--- config.mk ---
export PLATFORM = sky130hd
export DESIGN_NAME = piecewise_speed_travel_time
export DESIGN_NICKNAME = d
export VERILOG_FILES = /design/src/hdl/pstt_pkg.sv /design/src/hdl/pstt_ram.sv /design/src/hdl/piecewise_speed_travel_time.sv
export SDC_FILE = /design/constraint.sdc
export NUM_CORES = 2
export LEC_CHECK = 0
export BUFFER_PORTS_ARGS = -buffer_cell sky130_fd_sc_hd__buf_2
export CAP_MARGIN = 40
export CORE_ASPECT_RATIO = 2
export CORE_MARGIN = 5
export CORE_UTILIZATION = 40
export DETAILED_ROUTE_END_ITERATION = 8
export MAX_ROUTING_LAYER = met4
export PLACE_DENSITY = 0.58
export SETUP_SLACK_MARGIN = 0.4
export SYNTH_ARGS = -nofsm -noshare
export SYNTH_HDL_FRONTEND = slang
export SYNTH_SLANG_ARGS = --single-unit
--- constraint.sdc ---
create_clock -name clk_i -period 14.9 [get_ports clk_i]
set_clock_uncertainty 0.1 [all_clocks]
set_input_delay 1.49 -clock clk_i [delete_from_list [all_inputs] [get_ports clk_i]]
set_output_delay 1.49 -clock clk_i [all_outputs]
set_load 0.1 [all_outputs]
--- src/hdl/pstt_pkg.sv ---
// Package for the piecewise speed travel time block: widths, limits, opcodes, config indices, states.
// No dependencies; used by the top level of the block.
`timescale 1ns / 1ps
`default_nettype none
package pstt_pkg;
  localparam int unsigned MaxPieces = 8;
  localparam int unsigned IdxW = $clog2(MaxPieces);
  localparam int unsigned CntW = 4;
  localparam logic [31:0] FxMax = 32'hFFFF_FFFF;

  typedef enum logic [1:0] {
    OP_LOAD = 2'd0,
    OP_ARRIVE = 2'd1,
    OP_DEPART = 2'd2,
    OP_NONE = 2'd3
  } op_e;

  localparam logic CFG_ARC = 1'b0;
  localparam logic CFG_CNT = 1'b1;

  typedef enum logic [3:0] {
    ST_IDLE,
    ST_FIND,
    ST_RD,
    ST_DIV,
    ST_DECIDE,
    ST_MUL,
    ST_SUB,
    ST_DONE
  } state_e;
endpackage
`default_nettype wire

--- src/hdl/pstt_ram.sv ---
// Generic single-port RAM with registered read.
// No dependencies.
`timescale 1ns / 1ps
`default_nettype none
module pstt_ram #(
  parameter int unsigned Width = 32,
  parameter int unsigned Depth = 8
) (
  input  wire logic                     clk_i,
  input  wire logic                     we_i,
  input  wire logic [$clog2(Depth)-1:0] addr_i,
  input  wire logic [Width-1:0]         wdata_i,
  output logic      [Width-1:0]         rdata_o
);
  logic [Width-1:0] mem_q [Depth];

  // Write and registered read share the one address.
  always_ff @(posedge clk_i) begin
    if (we_i) begin
      mem_q[addr_i] <= wdata_i;
    end
    rdata_o <= mem_q[addr_i];
  end
endmodule
`default_nettype wire

--- src/hdl/piecewise_speed_travel_time.sv ---
// Top level of the piecewise speed travel time block.
// Depends on pstt_pkg and pstt_ram.
`timescale 1ns / 1ps
`default_nettype none
// Usage: a command item is presented on start with its fields and is taken at a clock edge
// where busy is low. A load item writes one piece (end time, speed) into the piece tables
// at that edge and produces no result; busy stays low, so the next item can follow at once.
// An arrival or departure query walks the pieces through one shared sequencer. The piece
// search issues a read of one table entry and then tests it before moving to the next.
// Each piece visited takes table reads of its end and speed (away from piece 0, the start
// of the piece is fetched as well from the end of the piece before), a 48-bit restoring
// division at one quotient bit a cycle and a decide step. If the walk goes on, a 32x32
// multiply and a subtract follow before the next piece is read. The result is on the
// ports with done_o high in the first cycle with busy low, and a new item can be taken at
// the edge that ends that cycle; the receiver cannot stall. Configuration writes (index 0
// arc length, 1 piece count) are taken on cfg_valid_i & cfg_ready_o while idle. Reset
// clears control state and sets the arc length to zero and the piece count to one; the
// piece tables are undefined until loaded.
module piecewise_speed_travel_time
  import pstt_pkg::*;
(
  input  wire logic        clk_i,
  input  wire logic        rst_ni,
  input  wire logic        start,
  output logic             busy,
  input  wire logic [1:0]  opcode_i,
  input  wire logic [2:0]  piece_index_i,
  input  wire logic [31:0] piece_end_i,
  input  wire logic [31:0] piece_speed_i,
  input  wire logic [31:0] query_time_i,
  input  wire logic        cfg_valid_i,
  output logic             cfg_ready_o,
  input  wire logic        cfg_index_i,
  input  wire logic [31:0] cfg_data_i,
  output logic             done_o,
  output logic [31:0]      result_time_o,
  output logic             status_o
);
  state_e state_q, state_d;
  logic [31:0] arc_q;
  logic [CntW-1:0] cnt_q;
  logic [IdxW-1:0] n1_q;      // index of last piece in use
  logic dep_q;
  logic [IdxW-1:0] idx_q;
  logic [31:0] t_q, d_q, e_q, s_q, st_q;  // time, distance, end, speed, start
  logic [1:0] rd_q;           // read phase: 2 issue, 0 end/speed of idx, 1 and 3 end of idx-1
  logic [63:0] rem_q;
  logic [47:0] quo_q;
  logic [5:0] bit_q;
  logic [31:0] q_q;
  logic [63:0] prod_q;
  logic [31:0] res_q;
  logic stat_q, done_q;

  // Piece tables.
  logic load_we;
  logic [IdxW-1:0] ram_addr;
  logic [31:0] end_rd, spd_rd;
  assign load_we = (state_q == ST_IDLE) && start && (opcode_i == OP_LOAD);
  always_comb begin
    ram_addr = idx_q;
    if (load_we) ram_addr = piece_index_i;
    else if (rd_q == 2'd1) ram_addr = idx_q - IdxW'(1);
  end
  pstt_ram #(.Width(32), .Depth(MaxPieces)) u_end (
    .clk_i, .we_i(load_we), .addr_i(ram_addr), .wdata_i(piece_end_i), .rdata_o(end_rd));
  pstt_ram #(.Width(32), .Depth(MaxPieces)) u_spd (
    .clk_i, .we_i(load_we), .addr_i(ram_addr), .wdata_i(piece_speed_i), .rdata_o(spd_rd));

  assign busy = state_q != ST_IDLE;
  assign cfg_ready_o = state_q == ST_IDLE;
  assign done_o = done_q;
  assign result_time_o = res_q;
  assign status_o = stat_q;

  // Divider step: restoring, one quotient bit per cycle.
  logic [64:0] trial;
  assign trial = {rem_q, quo_q[47]} - {33'd0, s_q};

  // Combinational helpers for the decide step.
  logic [32:0] at_sum;
  logic [31:0] at_sat;
  logic is_last, dneg;
  logic [31:0] t0;
  assign at_sum = {1'b0, t_q} + {1'b0, q_q};
  assign at_sat = at_sum[32] ? FxMax : at_sum[31:0];
  assign is_last = idx_q == n1_q;
  assign dneg = q_q > t_q;
  assign t0 = dneg ? 32'd0 : t_q - q_q;

  // Next state.
  always_comb begin
    state_d = state_q;
    case (state_q)
      ST_IDLE: if (start && (opcode_i == OP_ARRIVE || opcode_i == OP_DEPART))
        state_d = ST_FIND;
      ST_FIND: if (rd_q == 2'd2) state_d = ST_FIND;
        else if (idx_q == n1_q || !(t_q > end_rd) || rd_q == 2'd3) state_d = ST_RD;
      ST_RD: if (rd_q == 2'd2 || (rd_q != 2'd3 && idx_q != '0)) state_d = ST_RD;
        else state_d = ST_DIV;
      ST_DIV: if (bit_q == 6'd0) state_d = ST_DECIDE;
      ST_DECIDE: begin
        if (!dep_q) state_d = (is_last || !(at_sat > e_q)) ? ST_DONE : ST_MUL;
        else state_d = (idx_q == '0 || (!dneg && t0 >= st_q)) ? ST_DONE : ST_MUL;
      end
      ST_MUL: state_d = ST_SUB;
      ST_SUB: state_d = ST_RD;
      ST_DONE: state_d = ST_IDLE;
      default: state_d = ST_IDLE;
    endcase
  end

  // Datapath and control registers.
  logic [31:0] span;
  logic [31:0] used;
  assign span = dep_q ? ((t_q > st_q) ? t_q - st_q : 32'd0)
                      : ((e_q > t_q) ? e_q - t_q : 32'd0);
  assign used = (prod_q[63:48] != 16'd0) ? FxMax : prod_q[47:16];

  always_ff @(posedge clk_i or negedge rst_ni) begin
    if (!rst_ni) begin
      state_q <= ST_IDLE;
      arc_q <= '0;
      cnt_q <= CntW'(1);
      done_q <= 1'b0;
      rd_q <= '0;
    end else begin
      state_q <= state_d;
      done_q <= 1'b0;
      case (state_q)
        ST_IDLE: begin
          if (cfg_valid_i) begin
            if (cfg_index_i == CFG_ARC) arc_q <= cfg_data_i;
            else cnt_q <= cfg_data_i[CntW-1:0];
          end
          if (state_d == ST_FIND) begin
            dep_q <= opcode_i == OP_DEPART;
            t_q <= query_time_i;
            d_q <= arc_q;
            idx_q <= '0;
            rd_q <= 2'd2;
            if (cnt_q == '0) n1_q <= '0;
            else if (cnt_q > CntW'(MaxPieces)) n1_q <= IdxW'(MaxPieces - 1);
            else n1_q <= IdxW'(cnt_q - CntW'(1));
          end
        end
        ST_FIND: begin
          // rd 2: address issued, data next cycle (rd 0).
          if (rd_q == 2'd2) rd_q <= 2'd0;
          else if (state_d == ST_RD) rd_q <= 2'd2;
          else begin
            idx_q <= idx_q + IdxW'(1);
            rd_q <= 2'd2;
          end
        end
        ST_RD: begin
          // rd 2 issue; 0 capture end/speed; 1 issue previous end; 3 capture previous end.
          if (rd_q == 2'd2) rd_q <= 2'd0;
          else if (rd_q == 2'd0) begin
            e_q <= end_rd;
            s_q <= spd_rd;
            st_q <= '0;
            rd_q <= 2'd1;
            if (idx_q == '0) begin
              rd_q <= 2'd0;
              rem_q <= '0;
              quo_q <= {d_q, 16'd0};
              bit_q <= 6'd47;
            end
          end else if (rd_q == 2'd3) begin
            st_q <= end_rd;
            rd_q <= 2'd0;
            rem_q <= '0;
            quo_q <= {d_q, 16'd0};
            bit_q <= 6'd47;
          end else begin
            rd_q <= 2'd3;
          end
        end
        ST_DIV: begin
          if (!trial[64]) begin
            rem_q <= trial[63:0];
            quo_q <= {quo_q[46:0], 1'b1};
          end else begin
            rem_q <= {rem_q[62:0], quo_q[47]};
            quo_q <= {quo_q[46:0], 1'b0};
          end
          bit_q <= bit_q - 6'd1;
        end
        ST_DECIDE: begin
          if (!dep_q) begin
            res_q <= at_sat;
            stat_q <= 1'b0;
          end else begin
            res_q <= t0;
            stat_q <= (idx_q == '0) ? dneg : 1'b0;
          end
          prod_q <= s_q * span;  // registered product
        end
        ST_SUB: begin
          d_q <= (used >= d_q) ? 32'd0 : d_q - used;
          if (dep_q) begin
            if (st_q < t_q) t_q <= st_q;
            idx_q <= idx_q - IdxW'(1);
          end else begin
            if (e_q > t_q) t_q <= e_q;
            idx_q <= idx_q + IdxW'(1);
          end
          rd_q <= 2'd2;
        end
        ST_DONE: done_q <= 1'b1;
        default: ;
      endcase
    end
  end

  // Quotient saturation, taken from the last divider step.
  logic [47:0] quo_fin;
  assign quo_fin = trial[64] ? {quo_q[46:0], 1'b0} : {quo_q[46:0], 1'b1};
  always_ff @(posedge clk_i) begin
    if (state_q == ST_DIV && bit_q == 6'd0) begin
      if (s_q == 32'd0 || quo_fin[47:32] != 16'd0) q_q <= FxMax;
      else q_q <= quo_fin[31:0];
    end
  end

  // Departure results below zero always read as zero.
  assert property (@(posedge clk_i) disable iff (!rst_ni)
                   done_o && status_o |-> result_time_o == 32'd0)
    else $error("negative departure with nonzero time");
  assert property (@(posedge clk_i) disable iff (!rst_ni) done_o |-> !busy)
    else $error("result while still busy");
  assert property (@(posedge clk_i) disable iff (!rst_ni) state_q == ST_DIV |-> bit_q <= 6'd47)
    else $error("divider bit count out of range");
endmodule
`default_nettype wire
# After elaboration in Yosys (flattened, before gate mapping)
# Memory sizes are Yosys's and may differ from the RTL's. A register that Yosys moved wholly into a read port is not among the register bits.
# Cells that the tools add are included.
# W data, S select, Z words.
[op_classes] add_sub_neg=10 multipliers=1 n_lt_le_gt_ge=9 eq_ne=24 mux=60 n_bitwise=2 reduce_logical=44
[op_table] cell="$mux W32" count=14
[op_table] cell="$mux W64" count=5
[op_table] cell="$mux W48" count=4
[op_table] cell="$gt A32 B32 Y1" count=5
[op_table] cell="$pmux W32 S2" count=2
[op_table] cell="$pmux W64 S2" count=1
[op_table] cell="$sub A32 B32 Y32" count=4
[op_table] cell="$pmux W48 S2" count=1
[op_table] cell="$sub A65 B32 Y65" count=1
[op_table] cell="$ge A32 B32 Y1" count=2
[op_table] cell="$mul A32 B32 Y64" count=1
[op_table] cell="$add A32 B32 Y33" count=1
[op_table] cell="$logic_not A32 Y1" count=1
[op_table] cell="$lt A32 B32 Y1" count=1
[op_table] cell="$reduce_bool A16 Y1" count=2
[op_table] cell="$pmux W4 S7" count=1
[op_table] cell="$mux W6" count=4
[op_table] cell="$mux W3" count=7
[op_table] cell="$eq A4 B3 Y1 const B" count=4
[op_table] cell="$mux W2" count=8
[op_table] cell="$mux W4" count=4
[op_table] cell="$reduce_and A5 Y1" count=3
[op_table] cell="$eq A4 B2 Y1 const B" count=3
[op_table] cell="$ne A3 B3 Y1 const B" count=4
[op_table] cell="other kinds (28)" count=67
[word_totals] regBits=457 mem_bits_rw=512 input_bits=138 output_inout_bits=36 word_cells=172 memories=2
[mem_list] name="u_end.mem_q" depth=8 word_bits=32 read_ports=1 rd_ports_with_merged_regs=1 write_ports=1 line="pstt_ram.sv:15" rtl="logic [Width-1:0] mem_q [Depth];"
[mem_list] name="u_spd.mem_q" depth=8 word_bits=32 read_ports=1 rd_ports_with_merged_regs=1 write_ports=1 line="pstt_ram.sv:15"

# Depth between registers and ports, before layout
[depth] depth_word=12 ltp_mapped=45 ltp_nobuf=43

# Modules after synthesis
# From an unflattened synthesis, not the netlist that was laid out.
[hier_totals] cells_unflattened=7820 area_unflattened_um2=84145.7
[by_module_without_submodules] module="piecewise_speed_travel_time" instances=1 cells_per_inst=6914 area_per_inst_um2=63145.6 seq_area_each_um2=13028.7
[by_module_without_submodules] module="pstt_ram" instances=2 cells_per_inst=453 area_per_inst_um2=10500.1 seq_area_each_um2=8328.0

# Least setup slack after synthesis
# No wires, ideal clock.
[synth_path] kind="register to register" startpoint="register t_q[1]" endpoint="register prod_q[63], data pin" setup_time_ps=260 arrival_ps=10303 t_required_ps=14540 path_slack_ps=4237 path_stages_with_launch=43 n_path_buf=2 period_less_slack_ps=10663 path_cell_list="edfxtp_1 ha_1 nor2b_1 o21ai_0 a21boi_0 o41ai_1 nand4b_1 a31oi_1 o21bai_1 a2111oi_0 nor3_1 a21oi_1 xnor2_1 a21oi_1 clkbuf_1 nor2_1 fa_1 inv_1 (+7 left out) inv_1 fa_1 ha_1 ha_1 clkbuf_1 and4_1 nand3_1 a21bo_2 a41o_1 o221ai_1 o221a_2 nand2_1 or4_1 a41oi_1 o21a_1 nand2b_1 a21oi_1 xnor2_1"
[synth_between] elab_chain_len=4 word_cells_on_any_way=8 cone_classes="2 x add/sub; 1 x mul; 2 x order compare; 3 x mux"
[synth_lines] item="start, declared" line="piecewise_speed_travel_time.sv:45" rtl="logic [31:0] t_q, d_q, e_q, s_q, st_q;"
[synth_lines] item="start signal, assigned" line="piecewise_speed_travel_time.sv:138" rtl="t_q <= query_time_i;"
[synth_lines] item="start signal, assigned" line="piecewise_speed_travel_time.sv:203" rtl="if (st_q < t_q) t_q <= st_q;"
[synth_lines] item="start signal, assigned" line="piecewise_speed_travel_time.sv:206" rtl="if (e_q > t_q) t_q <= e_q;"
[synth_lines] item="$sub A32 B32 Y32 (tied with other cells)" line="piecewise_speed_travel_time.sv:117" rtl=": ((e_q > t_q) ? e_q - t_q : 32'd0);"
[synth_lines] item="$mux W32, on equally long branches" line="piecewise_speed_travel_time.sv:117, piecewise_speed_travel_time.sv:116"
[synth_lines] item="$mux W32 (*)" line="piecewise_speed_travel_time.sv:116" rtl="assign span = dep_q ? ((t_q > st_q) ? t_q - st_q : 32'd0)"
[synth_lines] item="$mul A32 B32 Y64 (*)" line="piecewise_speed_travel_time.sv:198" rtl="prod_q <= s_q * span;"
[synth_lines] item="end signal, assigned" line="piecewise_speed_travel_time.sv:198"
[synth_lines] item="end, declared" line="piecewise_speed_travel_time.sv:51" rtl="logic [63:0] prod_q;"
# Every way passes the cells marked *; elsewhere a longest branch is shown, timed or not.
# A chain may end at the register's enable or synchronous reset.

# Worst setup path in the final report
# Same ends and word-level chain as after synthesis.

==> results.md <==
- WP data required: around 15 ns
- Initial DRC Count: 4,438
- Post-DP HPWL: between 200 and 250 mm
- RSZ-0062 raised after global routing: no
- Hold buffer count at cts: 0
- Clock sink count: between 1,000 and 1,500
- Worst Setup End Kind: flip-flop
- Vias/cell: about 5.6
- Post-CTS setup buffers: 0
- Synth Area in Compound Gates: under 10%
- Post-synth cell types: 90
- Fill cells: slightly below 20,000
- Max-Cap Viols: 0
- Cells after DPL: about 10,000
- Final TNS setup: 0 ns
- Placed Area: between 80,000 and 90,000 µm²
- Lkg Pwr: approximately 39 nW
- CP dominant cell by count: fa_1
- Post-CTS sizing: 0
- PortBufs: between 150 and 200
- Xor-xnor portion of the synthesized cell area: under 10%
- TritonCTS buffer count: 89
- Initial antenna violation count: 25
- Final setup fails: 0
- Final routed DRC violation total: 0
- Post-synth EDFFs: between 900 and 1,000
- Worst Path Arrival: 13.02 ns
- Syn Nets: a little over 9,000
- Post-synth top cells: 1,123 x inv_1, 910 x edfxtp_1, 901 x fa_1
- Final WL: around 300 mm
- Share of synthesized cell area in full adder, half adder and majority cells: between 30% and 40%
- Avg Inst Size Synth: between 10 and 15 µm²
- Total GRT Usage: ~28%
- Crit Path Class: flip-flop to flip-flop
- Netlist Area Pre-Place: around 83,000 µm²
- Top cell type's share of synthesized area: about 33%
- Area leader, netlist: edfxtp_1
- Die height: between 600 and 700 µm
- Post-route ant nets: 0
- Die span in x: around 330 µm
- Post-synth ARST share: 4.228%
- H-tree levels: 3
- Clk slew on worst S/H paths: 0.07 ns
- Top-count cell post-synth: inv_1
- Global-route wire length before repair: between 400 and 500 mm
- Relative slew margins: approximately 22%
- Layout cells sized above 1: between 10% and 20%
- Clock Latency Late Sink: roughly 0.71 ns
- Fin. max-slew vios: 0
- GP Congestion: 1.065
- Fmax: 0.07902 GHz
- Row count: 236
- Total gr overflow: 0
- Tightest Pin Transition: between 1 and 1.5 ns
- Finished Cell Area: 91,180 µm²
- Max VDD drop: approximately 0.00027 V
- Synth Warn #: 0
- Total number of vias: ~60,000
- CP max stage cell: o22ai_2
- Vias in the first global route: 65,010
- Clock buffer depth: 3
- Layout Cells excl Fill: about 11,000
- Post-Synth Simple-Gate Area: a little under an eighth
- Initial Util: between 40% and 50%
- Largest family of logic cells by synthesized area: adder cells
- Root buf cell: clkbuf_16
- Multiplexer area fraction after synthesis: 5.751%
- Largest net degree at the start of global routing: 67
- Initial DRT Pass Iterations: 5
- Seq/Total Area, Yosys: between 30 and 40%
- Top_reg_cell synth: edfxtp_1
- Nets@finish: between 9,000 and 10,000
- Hold Fails Final Rpt: 0
- Fin crit share: ~85%
- P per Cell Area: 142.2 nW/µm²
- Worst min-delay path class: flip-flop to flip-flop
- Core box area: around 210,000 µm²
- # IOs: roughly 170
- Dominant cells by area after synthesis: edfxtp_1 33%, fa_1 22%, ha_1 8.4%
- CTS tree: done
- Drt wl/cell: 28.85 µm
- Slowest stage delay, CP: roughly 0.93 ns
- CP Launch Type: flip-flop
- Tmin final: between 10 and 15 ns
- Yosys reg bits: just over 1,000
- Area Growth Syn to Fin: 9.671%
- Worst-path fanout max: 21
- Status: finished, final reports clean
- Post-Syn Instances: between 7,000 and 8,000
- Die Footprint: 217,600 µm²
## worst max-delay path, delay by kind of cell (launching register included)
family,cells,cell delay (ns)
adders and majority gates,10,4.72
AOI/OAI and AO/OA,12,4.21
and+or+nand+nor,7,1.41
DFF,1,0.56
xor gates and xnor gates,1,0.07
buffers and inverters,5,1.31
## report_power, final
group / internal, mW / switching, mW
registers: 3.46 / 0.0822
logic: 2.51 / 4.38
clock network: 1.41 / 1.13
## routing by layer
metal  share of wire (%)  wire [µm]  up-vias  track usage, %
met2                  51     153900     2511           49.55
met4                  11      33890        0           24.39
li1                    -          -    25500               -
met3                 6.3      19000     1261           5.336
met1                  32      96610    30100           27.05
met5                   0          0        -               -
## logic make-up after synthesis
| family | after synthesis |
|---|---|
| XOR/XNOR | 236 |
| AO/OA/AOI/OAI | 931 |
| flip-flops | 1017 |
| AND/OR/NAND/NOR | 2154 |
| adder cells (fa/ha/maj) | 1462 |
| other | 1 |
| buffers and inverters | 1487 |
| multiplexers | 301 |
## stage by stage
| step | power, mW | hold slack [ns] | setup slack, ns | utilization (%) |
|---|---|---|---|---|
| after global routing | 13.67 | 0.3010 | 1.737 | 44.11 |
| after detailed placement | 10.40 | 0.2887 | 2.362 | 42.54 |
| after floorplan | 7.863 | 0.2855 | 4.237 | - |
| after CTS | 12.97 | 0.2716 | 2.366 | 44.08 |
| final | 12.96 | 0.2766 | 2.245 | 44.11 |
| after global placement | 10.37 | 0.2903 | 2.235 | 42.37 |
## path summary, 6_finish.rpt
path / from / to / slack, ns / cells past startpoint
setup / recovery: t_q[1] / prod_q[63] / 2.25 / 35
hold / removal: u_spd.rdata_o[15] / s_q[15] / 0.28 / 0
setup reg to reg: t_q[1] / prod_q[63] / 2.25 / 35
hold reg to reg: u_spd.rdata_o[15] / s_q[15] / 0.28 / 0
max in group asynchronous: rst_ni / cnt_q[0] / 13.10 / 3
min in group asynchronous: rst_ni / arc_q[16] / 0.83 / 2
## cell type report
| type | instances | area (µm²) | area share [%] |
|---|---|---|---|
| multi-input cells | 5085 | 48160 | 52.82 |
| flip-flops and latches | 1017 | 29680 | 32.56 |
| inverters | 1134 | 4257 | 4.668 |
| well taps | 2737 | 3425 | 3.756 |
| clock buffers | 111 | 2517 | 2.761 |
| repair buffers | 347 | 2410 | 2.643 |
| clock inverters | 55 | 645.6 | 0.7081 |
| diodes | 30 | 75.07 | 0.08234 |
## state kept, by name (all words and copies together), names as in the netlist, 6 cells and up
register and flops:
d_q 32, bit_q 6, rem_q 64, u_end.rdata_o 32
u_end.mem_q 256, u_spd.mem_q 256, st_q 32, quo_q 48
result_time_o 32, u_spd.rdata_o 32, prod_q 48, e_q 32
q_q 32, s_q 32, t_q 32, arc_q 32
## cells in the final DEF, fill, tap and decap left out, drive strengths merged, types with 43 or more instances in the layout
master | netlist | routed
ha | 561 | 561
nand3 | 56 | 56
dfxtp | 64 | 64
edfxtp | 910 | 910
xor2 | 78 | 78
and2 | 188 | 188
mux4 | 128 | 128
xnor2 | 158 | 158
clkbuf | 321 | 111
nor2 | 600 | 600
a21oi | 277 | 277
mux2 | 133 | 133
nor3 | 192 | 192
or2 | 44 | 44
o21ai | 203 | 203
nand2 | 725 | 725
nor2b | 58 | 58
buf | 32 | 346
nand2b | 96 | 96
inv | 1125 | 1130
a21o | 148 | 148
nand4 | 66 | 66
fa | 901 | 901
clkinv | 9 | 43
No activity file was read; power rests on OpenSTA's default activity.
